**src/rtl/core/counter_keyed_byte_stream_cipher_assert.svh**
```systemverilog
// ----------------------------------------------------------------------------
// Assertion macros for the counter keyed byte stream cipher
// Clocked on clk_i, off while rst_ni is low.
// ----------------------------------------------------------------------------
`ifndef COUNTER_KEYED_BYTE_STREAM_CIPHER_ASSERT_SVH
`define COUNTER_KEYED_BYTE_STREAM_CIPHER_ASSERT_SVH

// Same-cycle implication
`define CBSC_ASSERT_NOW(lbl, ante, cons, msg) \
  lbl: assert property (@(posedge clk_i) disable iff (!rst_ni) (ante) |-> (cons)) \
    else $error(msg);

// Next-cycle implication
`define CBSC_ASSERT_NEXT(lbl, ante, cons, msg) \
  lbl: assert property (@(posedge clk_i) disable iff (!rst_ni) (ante) |=> (cons)) \
    else $error(msg);

`endif

```
**src/rtl/core/cbsc_pkg.sv**
```systemverilog
// ----------------------------------------------------------------------------
// cbsc_pkg
// Shared constants and types of the counter keyed byte stream cipher.
// ----------------------------------------------------------------------------
package cbsc_pkg;

  localparam int unsigned TableDepth = 256;
  localparam int unsigned AddrW      = $clog2(TableDepth);
  localparam int unsigned CfgIdxW    = 2;
  localparam int unsigned SeedW      = 32;

  localparam logic [7:0] WhitenByte = 8'hAB;

  localparam logic [CfgIdxW-1:0] CfgPSeed = CfgIdxW'(0);
  localparam logic [CfgIdxW-1:0] CfgGSeed = CfgIdxW'(1);

  // key table read request
  typedef struct packed {
    logic             en;
    logic [AddrW-1:0] addr_lo;
    logic [AddrW-1:0] addr_hi;
  } kt_rd_t;

  // key table status
  typedef struct packed {
    logic busy;
    logic built;
  } kt_stat_t;

endpackage

```
**src/rtl/core/cbsc_keytab.sv**
```systemverilog
// ----------------------------------------------------------------------------
// cbsc_keytab
// Two 256 x 8 key table memories with a sweep that rebuilds both from the
// seeds, and one registered read port per table.
// ----------------------------------------------------------------------------
module cbsc_keytab
  import cbsc_pkg::*;
(
  input  logic             clk_i,
  input  logic             rst_ni,
  input  logic             start_i,
  input  logic [SeedW-1:0] p_seed_i,
  input  logic [SeedW-1:0] g_seed_i,
  input  kt_rd_t           rd_i,
  output logic [7:0]       rdata_lo_o,
  output logic [7:0]       rdata_hi_o,
  output kt_stat_t         stat_o
);

  logic [7:0] mem_lo [TableDepth];
  logic [7:0] mem_hi [TableDepth];

  logic             busy_q, busy_d;
  logic             built_q;
  logic             phase_q, phase_d;
  logic [AddrW-1:0] idx_q, idx_d;
  logic [7:0]       a_q, a_d, c_q, c_d;
  logic [7:0]       ta_q, ta_d, tc_q, tc_d;
  logic [7:0]       rd_lo_q, rd_hi_q;

  logic [7:0]  a1, a2, a3, c1, c2, c3;
  logic [7:0]  sum_a, sum_c;
  logic [15:0] mul_ta, mul_tc, mul_a, mul_c;
  logic        wr_en;

  assign a1 = p_seed_i[15:8];
  assign a2 = p_seed_i[23:16];
  assign a3 = p_seed_i[31:24];
  assign c1 = g_seed_i[15:8];
  assign c2 = g_seed_i[23:16];
  assign c3 = g_seed_i[31:24];

  // first half of a step: x*b2 with x the current value, registered before the second multiply
  assign mul_ta = {8'd0, a_q} * {8'd0, a2};
  assign mul_tc = {8'd0, c_q} * {8'd0, c2};

  assign sum_a = a1 + ta_q;
  assign sum_c = c1 - tc_q;
  assign mul_a = {8'd0, sum_a} * {8'd0, a_q};
  assign mul_c = {8'd0, sum_c} * {8'd0, c_q};

  assign wr_en = busy_q && !phase_q;

  always_comb begin
    busy_d  = busy_q;
    phase_d = phase_q;
    idx_d   = idx_q;
    a_d     = a_q;
    c_d     = c_q;
    ta_d    = ta_q;
    tc_d    = tc_q;
    if (start_i) begin
      busy_d  = 1'b1;
      phase_d = 1'b0;
      idx_d   = '0;
      a_d     = p_seed_i[7:0];
      c_d     = g_seed_i[7:0];
    end else if (busy_q) begin
      if (!phase_q) begin
        ta_d    = mul_ta[7:0];
        tc_d    = mul_tc[7:0];
        phase_d = 1'b1;
      end else begin
        a_d     = mul_a[7:0] + a3;
        c_d     = mul_c[7:0] + c3;
        phase_d = 1'b0;
        idx_d   = idx_q + AddrW'(1);
        if (idx_q == AddrW'(TableDepth - 1)) begin
          busy_d = 1'b0;
        end
      end
    end
  end

  always_ff @(posedge clk_i or negedge rst_ni) begin
    if (!rst_ni) begin
      busy_q  <= 1'b0;
      built_q <= 1'b0;
      phase_q <= 1'b0;
      idx_q   <= '0;
    end else begin
      busy_q  <= busy_d;
      phase_q <= phase_d;
      idx_q   <= idx_d;
      if (start_i) begin
        built_q <= 1'b1;
      end
    end
  end

  always_ff @(posedge clk_i) begin
    a_q  <= a_d;
    c_q  <= c_d;
    ta_q <= ta_d;
    tc_q <= tc_d;
  end

  always_ff @(posedge clk_i) begin
    if (wr_en) begin
      mem_lo[idx_q] <= a_q;
      mem_hi[idx_q] <= c_q;
    end
  end

  // hold read data until the next read
  always_ff @(posedge clk_i) begin
    if (rd_i.en) begin
      rd_lo_q <= mem_lo[rd_i.addr_lo];
      rd_hi_q <= mem_hi[rd_i.addr_hi];
    end
  end

  // tables read as zero until the first seed write
  assign rdata_lo_o   = built_q ? rd_lo_q : 8'd0;
  assign rdata_hi_o   = built_q ? rd_hi_q : 8'd0;
  assign stat_o.busy  = busy_q;
  assign stat_o.built = built_q;

endmodule
```
**config.mk**
```make
export PLATFORM = sky130hd
export DESIGN_NAME = cbsc_keytab
export DESIGN_NICKNAME = d
export VERILOG_FILES = /design/src/rtl/core/counter_keyed_byte_stream_cipher_assert.svh /design/src/rtl/core/cbsc_pkg.sv /design/src/rtl/core/cbsc_keytab.sv
export SDC_FILE = /design/constraint.sdc
export NUM_CORES = 2
export LEC_CHECK = 0
export CAP_MARGIN = 20
export CELL_PAD_IN_SITES_DETAIL_PLACEMENT = 1
export CELL_PAD_IN_SITES_GLOBAL_PLACEMENT = 1
export CORE_UTILIZATION = 50
export DETAILED_ROUTE_END_ITERATION = 7
export DONT_BUFFER_PORTS = 1
export GPL_TIMING_DRIVEN = 0
export PLACE_DENSITY = 0.74
export SLEW_MARGIN = 10
export SYNTH_ARGS = -nofsm -noshare
export SYNTH_HDL_FRONTEND = slang
export SYNTH_SLANG_ARGS = --single-unit
```
**constraint.sdc**
```tcl
create_clock -name clk_i -period 8.8 [get_ports clk_i]
set_input_delay 0.44 -clock clk_i [delete_from_list [all_inputs] [get_ports clk_i]]
set_output_delay 0.44 -clock clk_i [all_outputs]
set_load 0.005 [all_outputs]
```
== Word level (Yosys, flattened, before mapping) ==
Memory sizes are Yosys's and may differ from the RTL's. A register that Yosys moved wholly into a read port is not among the register bits.
Index checks and enable logic that the tools add are counted.
Cells by class
  $add $sub $neg: 5
  shifts and indexed selects: 0
  div/mod/pow operators: 0
  $lt $le $gt $ge: 0
  muxes and demuxes: 20
  reductions and logical operators: 6
  $mul: 4
  eq/ne operators: 1
  bitwise logic cells: 2
Operators by type and width (count)
  $mux 8: 11
  $mul 8x8->8: 4
  $add 8x8->8: 3
  $mux 1: 9
  $add 8x1->8 const B: 1
  $eq 8x8->1 const B: 1
  $sub 8x8->8: 1
  $reduce_bool 2->1: 2
  $reduce_and 3->1: 1
  $not 1->1: 2
  $reduce_and 2->1: 1
  $logic_and 1x1->1: 1
  $logic_not 1->1: 1
Storage, ports and cells
  input bits: 84
  bits in read-only memories: 0
  logic and storage cells: 48
  bits in writable memories: 4096
  bits in registers: 43
  memories: 2
  latch bits: 0
Memory list
  mem_hi: words 256, bits a word 8, rd ports 1, clocked after Yosys merged registers in 1, write ports 1, RTL line cbsc_keytab.sv:21  | logic [7:0] mem_hi [TableDepth];
  mem_lo: words 256, bits a word 8, rd ports 1, clocked after Yosys merged registers in 1, write ports 1, RTL line cbsc_keytab.sv:20  | logic [7:0] mem_lo [TableDepth];

== Depth between registers and ports, before layout ==
  word-level depth: 6
  gate-level depth with buffers: 25
  depth with buffers taken out: 25

== Least setup slack after synthesis ==
Ideal clock, no wire load.
  path kind: register -> register
  start point: register a_q[0]
  end point: register a_q[7], data pin
  library setup time: 265 ps
  path buffers: 1
  clock period less this slack: 7857 ps
  data arrival time: 7593 ps
  required time: 8535 ps
  slack: 943 ps
  stages on the path, launching flop included: 17
  path through: edfxtp_1 > clkbuf_1 > nand3b_1 > fa_1 > fa_1 > inv_1 > fa_1 > inv_1 > fa_1 > inv_1 > ha_1 > a21oi_1 > xnor3_1 > xnor3_1 > xor3_1 > nor4_1 > nand3b_1
On the way
  cells in the longest elaborated chain, start to end: 5
Ends and longest elaborated chain
  start, declared: RTL line cbsc_keytab.sv:27  | logic [7:0] a_q, a_d, c_q, c_d;
  start signal, assigned: RTL line cbsc_keytab.sv:102  | a_q <= a_d;
  $mul 8x8->8: RTL line cbsc_keytab.sv:49  | assign mul_a = {8'd0, sum_a} * {8'd0, a_q};
  $add 8x8->8: RTL line cbsc_keytab.sv:74  | a_d = mul_a[7:0] + a3;
  $mux 8: RTL line cbsc_keytab.sv:69  | if (!phase_q) begin
  $mux 8: RTL line cbsc_keytab.sv:68  | end else if (busy_q) begin
  $mux 8: RTL line cbsc_keytab.sv:62  | if (start_i) begin
  via a_d[7]: RTL line cbsc_keytab.sv:27
The timed path passes the listed nets, and every way through them passes these cells. The select of a mux whose other input is x is not followed.
A chain may end at the register's enable or synchronous reset.

== Final worst setup path ==
  start point: register ta_q[0]
  end point: register a_q[7], data pin
On the way
  cells in the longest elaborated chain, start to end: 6
Ends and longest elaborated chain
  start, declared: RTL line cbsc_keytab.sv:28  | logic [7:0] ta_q, ta_d, tc_q, tc_d;
  start signal, assigned: RTL line cbsc_keytab.sv:104  | ta_q <= ta_d;
  $add 8x8->8: RTL line cbsc_keytab.sv:47  | assign sum_a = a1 + ta_q;
  $mul 8x8->8: RTL line cbsc_keytab.sv:49
  $add 8x8->8: RTL line cbsc_keytab.sv:74
  $mux 8: RTL line cbsc_keytab.sv:69
  $mux 8: RTL line cbsc_keytab.sv:68
  $mux 8: RTL line cbsc_keytab.sv:62
  via a_d[7]: RTL line cbsc_keytab.sv:27
The timed path passes the listed nets, and every way through them passes these cells. The select of a mux whose other input is x is not followed.

==> impl_metrics.tcl <==
set metrics [dict create \
    cts_htree_levels 5 \
    path_clk_slew_ps 60 \
    via_per_inst 6.65 \
    grt_usage_pct 31.0 \
    skew_ps 63.9 \
    synth_warnings 0 \
    critPathMostFrequentCell "fa_1" \
    p_per_area_nw_per_um2 275 \
    fmax_mhz 149 \
    fp.dieArea_um2 329000 \
    syn-instance-count 6811 \
    ir_worst_vdd_mv 0.326 \
    io_buffers 0 \
    post_cts_resized 0 \
    hold_path_class "in -> reg" \
    slowest_delay_ps 560 \
    cp_cell_sequence "ha_1 -> inv_1 -> fa_1 -> nor2b_1 -> o31a_1 -> o21ai_0 -> a21oi_1 -> nand3b_1 -> fa_1 -> fa_1 -> inv_1 -> fa_1 -> inv_1 -> fa_1 -> inv_1 -> ha_1 -> a21oi_1 -> xnor3_1 -> xnor3_1 -> xor3_1 -> nor4_1 -> nand3b_1 -> dlygate4sd3_1" \
    wl_per_cell_um 41.0 \
    place_hpwl_um 350000 \
    finalHoldWorstSlack_ps 75.2 \
    rows 209 \
    layout-drive-gt1-share_pct 35.4 \
    clock_latency_ps 1030 \
    overflow 0 \
    required_ps 9510 \
    synth_top_area_share_pct 76.3 \
    place.gp.congestion 0.877 \
    cpMaxStageDelayCell "dlygate4sd3_1" \
    drv_slew 0 \
    area_growth_pct 17.5 \
    antenna_found_initial 63 \
    crit_family "adder cells" \
    worstPathMaxFanout 3 \
    leakagePower_nw 60.7 \
    startpoint_type "flip-flop" \
    cp.arrival_ps 7420 \
    synth.distinct_cells 44 \
    holdBufCountCts 31 \
    fp.coreArea_um2 324000 \
    num_vias 82700 \
    syn_area_um2 163000 \
    drt_iter0_drc 12900 \
    ys_seq_area_share_pct 76.5 \
    cts_buffer_depth 4 \
    rsz0062_at_grt "no" \
    avgSynthCellArea_um2 23.9 \
    boundaryPins 102 \
    endpoint_kind "flip-flop" \
    maxSlewHeadroom_pct 16.1 \
    path_class "reg -> reg" \
    setup_viol 0 \
    final.min_clock_period_ps 6700 \
    yosys.area.top_type "edfxtp_1" \
    violations "design-rule violations" \
    die_h_um 573 \
    cts_root_buffer "clkbuf_16" \
    final_hold_viol_count 0 \
    cts_tree "yes" \
    status "complete, but fails checks" \
    synth_nets 7041 \
    worst-path-stages 23 \
    dr.pass1.iters 8 \
    grt_pass1_vias 85100 \
    grt_max_degree 33 \
    grt_pass1_wl_um 699000 \
    drc 8 \
    cts.sinks 4155 \
    layout.nets 7978 \
    drt_wl_total_um 510000 \
    ys_ff_latch 4155 \
    yosys-top-cells-area "edfxtp_1, mux4_2, fa_1" \
    cts_buffers 414 \
    cts_setup_buffers 0 \
    final_core_util_pct 59.1 \
    min_delay_path_depth 4 \
    drv_cap 0 \
    worst-path-buf-inv 5 \
    n_fill_cell 26400 \
    ant_nets 0 \
    worst_pin_slew_ps 1260 \
    rr_worst_depth 23 \
    fp.dieW_um 573 \
    min_period_over_period_pct 76.2 \
    floorplan.initialDensity_pct 50.3 \
]
==> state kept, by name, summed over array words and instances (netlist names) <==
| name | count |
|---|---|
| mem_lo | 2048 |
| tc_q | 8 |
| rd_lo_q | 8 |
| rd_hi_q | 8 |
| built_q | 1 |
| mem_hi | 2048 |
| ta_q | 8 |
| idx_q | 8 |
| phase_q | 1 |
| c_q | 8 |
| busy_q | 1 |
| a_q | 8 |
==> cells in the mapped netlist, drive strengths merged <==
| cell type | number |
|---|---|
| ha | 84 |
| o21a | 5 |
| a211oi | 1 |
| a21oi | 20 |
| or4 | 1 |
| mux2 | 8 |
| nand2 | 106 |
| o211a | 1 |
| or2 | 3 |
| a2111oi | 1 |
| mux4 | 1360 |
| o311ai | 1 |
| nor3b | 1 |
| o211ai | 4 |
| xor2 | 14 |
| nor3 | 2 |
| nand3 | 12 |
| o2111ai | 1 |
| or3 | 2 |
| nand3b | 2 |
| xor3 | 1 |
| nand2b | 8 |
| edfxtp | 4144 |
| nor4 | 1 |
| nor4b | 2 |
| a21o | 9 |
| nor2 | 270 |
| xnor3 | 3 |
| o21ai | 15 |
| buf | 148 |
| o21bai | 1 |
| o31a | 3 |
| clkbuf | 204 |
| fa | 62 |
| and2 | 76 |
| dfrtp | 11 |
| and3b | 1 |
| inv | 138 |
| xnor2 | 59 |
| a31oi | 1 |
| nor2b | 25 |
==> through the flow <==
stage | setup TNS [ps] | cells | setup slack [ps] | power [mW] | area [um2]
3_5_place_dp | 0 | 11600 | 2590 | 34.9 | 177000
6_report | 0 | 12400 | 2100 | 52.8 | 192000
3_3_place_gp | -39910 | 11100 | -3200 | 34.1 | 169000
5_1_grt | 0 | 12400 | 1840 | 53.9 | 192000
4_1_cts | 0 | 12400 | 2170 | 52.7 | 191000
2_1_floorplan | 0 | 6811 | 943 | 30.4 | 163000
==> tightest hold or removal path, cell delays in order <==
cell	delay, ps
ha_1	150
o211a_1	180
o211ai_1	100
nand3_1	70
==> per-layer routing <==
layer / track usage [%] / routed length [um]
met2: 49.1 / 244000
met3: 8.27 / 62000
met5: 0 / 203
met4: 15.4 / 28900
met1: 40.1 / 176000
==> cells in the final DEF (no fill, tap or decap), types with 5 or more instances in the layout <==
| master | instances |
|---|---|
| o21ai_0 | 15 |
| inv_1 | 138 |
| xnor2_1 | 59 |
| ha_1 | 84 |
| nand2b_1 | 8 |
| and2_1 | 76 |
| xor2_1 | 14 |
| clkinv_8 | 8 |
| edfxtp_1 | 4144 |
| diode_2 | 26 |
| buf_6 | 54 |
| buf_4 | 8 |
| nor2b_1 | 25 |
| dfrtp_1 | 11 |
| a21oi_1 | 20 |
| buf_8 | 323 |
| dlygate4sd3_1 | 31 |
| inv_6 | 11 |
| buf_16 | 100 |
| bufinv_16 | 50 |
| nor2_1 | 14 |
| a21o_1 | 9 |
| mux2_2 | 8 |
| clkbuf_1 | 240 |
| clkinv_1 | 88 |
| buf_2 | 104 |
| clkbuf_2 | 38 |
| mux4_2 | 1360 |
| buf_1 | 35 |
| clkbuf_16 | 416 |
| clkinvlp_4 | 13 |
| buf_12 | 14 |
| clkinv_2 | 84 |
| nand3_1 | 12 |
| nor2_2 | 256 |
| o21a_1 | 5 |
| nand2_1 | 106 |
| fa_1 | 62 |
==> layout make-up <==
| type | instances | area [um2] | share of cell area [%] |
|---|---|---|---|
| inverter | 138 | 518 | 0.270 |
| timing repair buffer | 521 | 8790 | 4.59 |
| buffer | 352 | 1540 | 0.802 |
| multi-input combinational | 2166 | 37000 | 19.3 |
| clock buffer | 494 | 10700 | 5.61 |
| sequential | 4155 | 125000 | 65.1 |
| antenna | 26 | 65.1 | 0.0340 |
| clock inverter | 263 | 2760 | 1.44 |
| tap | 4325 | 5410 | 2.82 |
==> worst paths after layout <==
kind / startpoint / end / slack, ps
min in group asynchronous: rst_ni / idx_q[1] / 700
max reg2reg: ta_q[0] / a_q[7] / 2100
max in group asynchronous: rst_ni / idx_q[6] / 7550
min reg2reg: idx_q[1] / idx_q[1] / 650
max: ta_q[0] / a_q[7] / 2100
min: g_seed_i[14] / c_q[7] / 80
==> cell families (layout without fill, tap and decap cells) <==
logic type,Yosys count,in the layout,share of synthesized area (%)
DFF,4155,4155,76.5
muxes,1368,1368,18.8
and+or+nand+nor,512,512,1.38
buffers and inverters,490,1768,1.23
adders and majority gates,146,146,1.41
xor gates and xnor gates,77,77,0.448
AOI/OAI and AO/OA,63,63,0.242
other,0,26,0
==> power by group <==
| group | switching (mW) | internal [mW] |
|---|---|---|
| clock | 7.80 | 10.2 |
| combinational | 6.24 | 4.14 |
| sequential | 0.157 | 24.2 |
| total | 14.2 | 38.6 |
(Power assumes the default switching activity.)
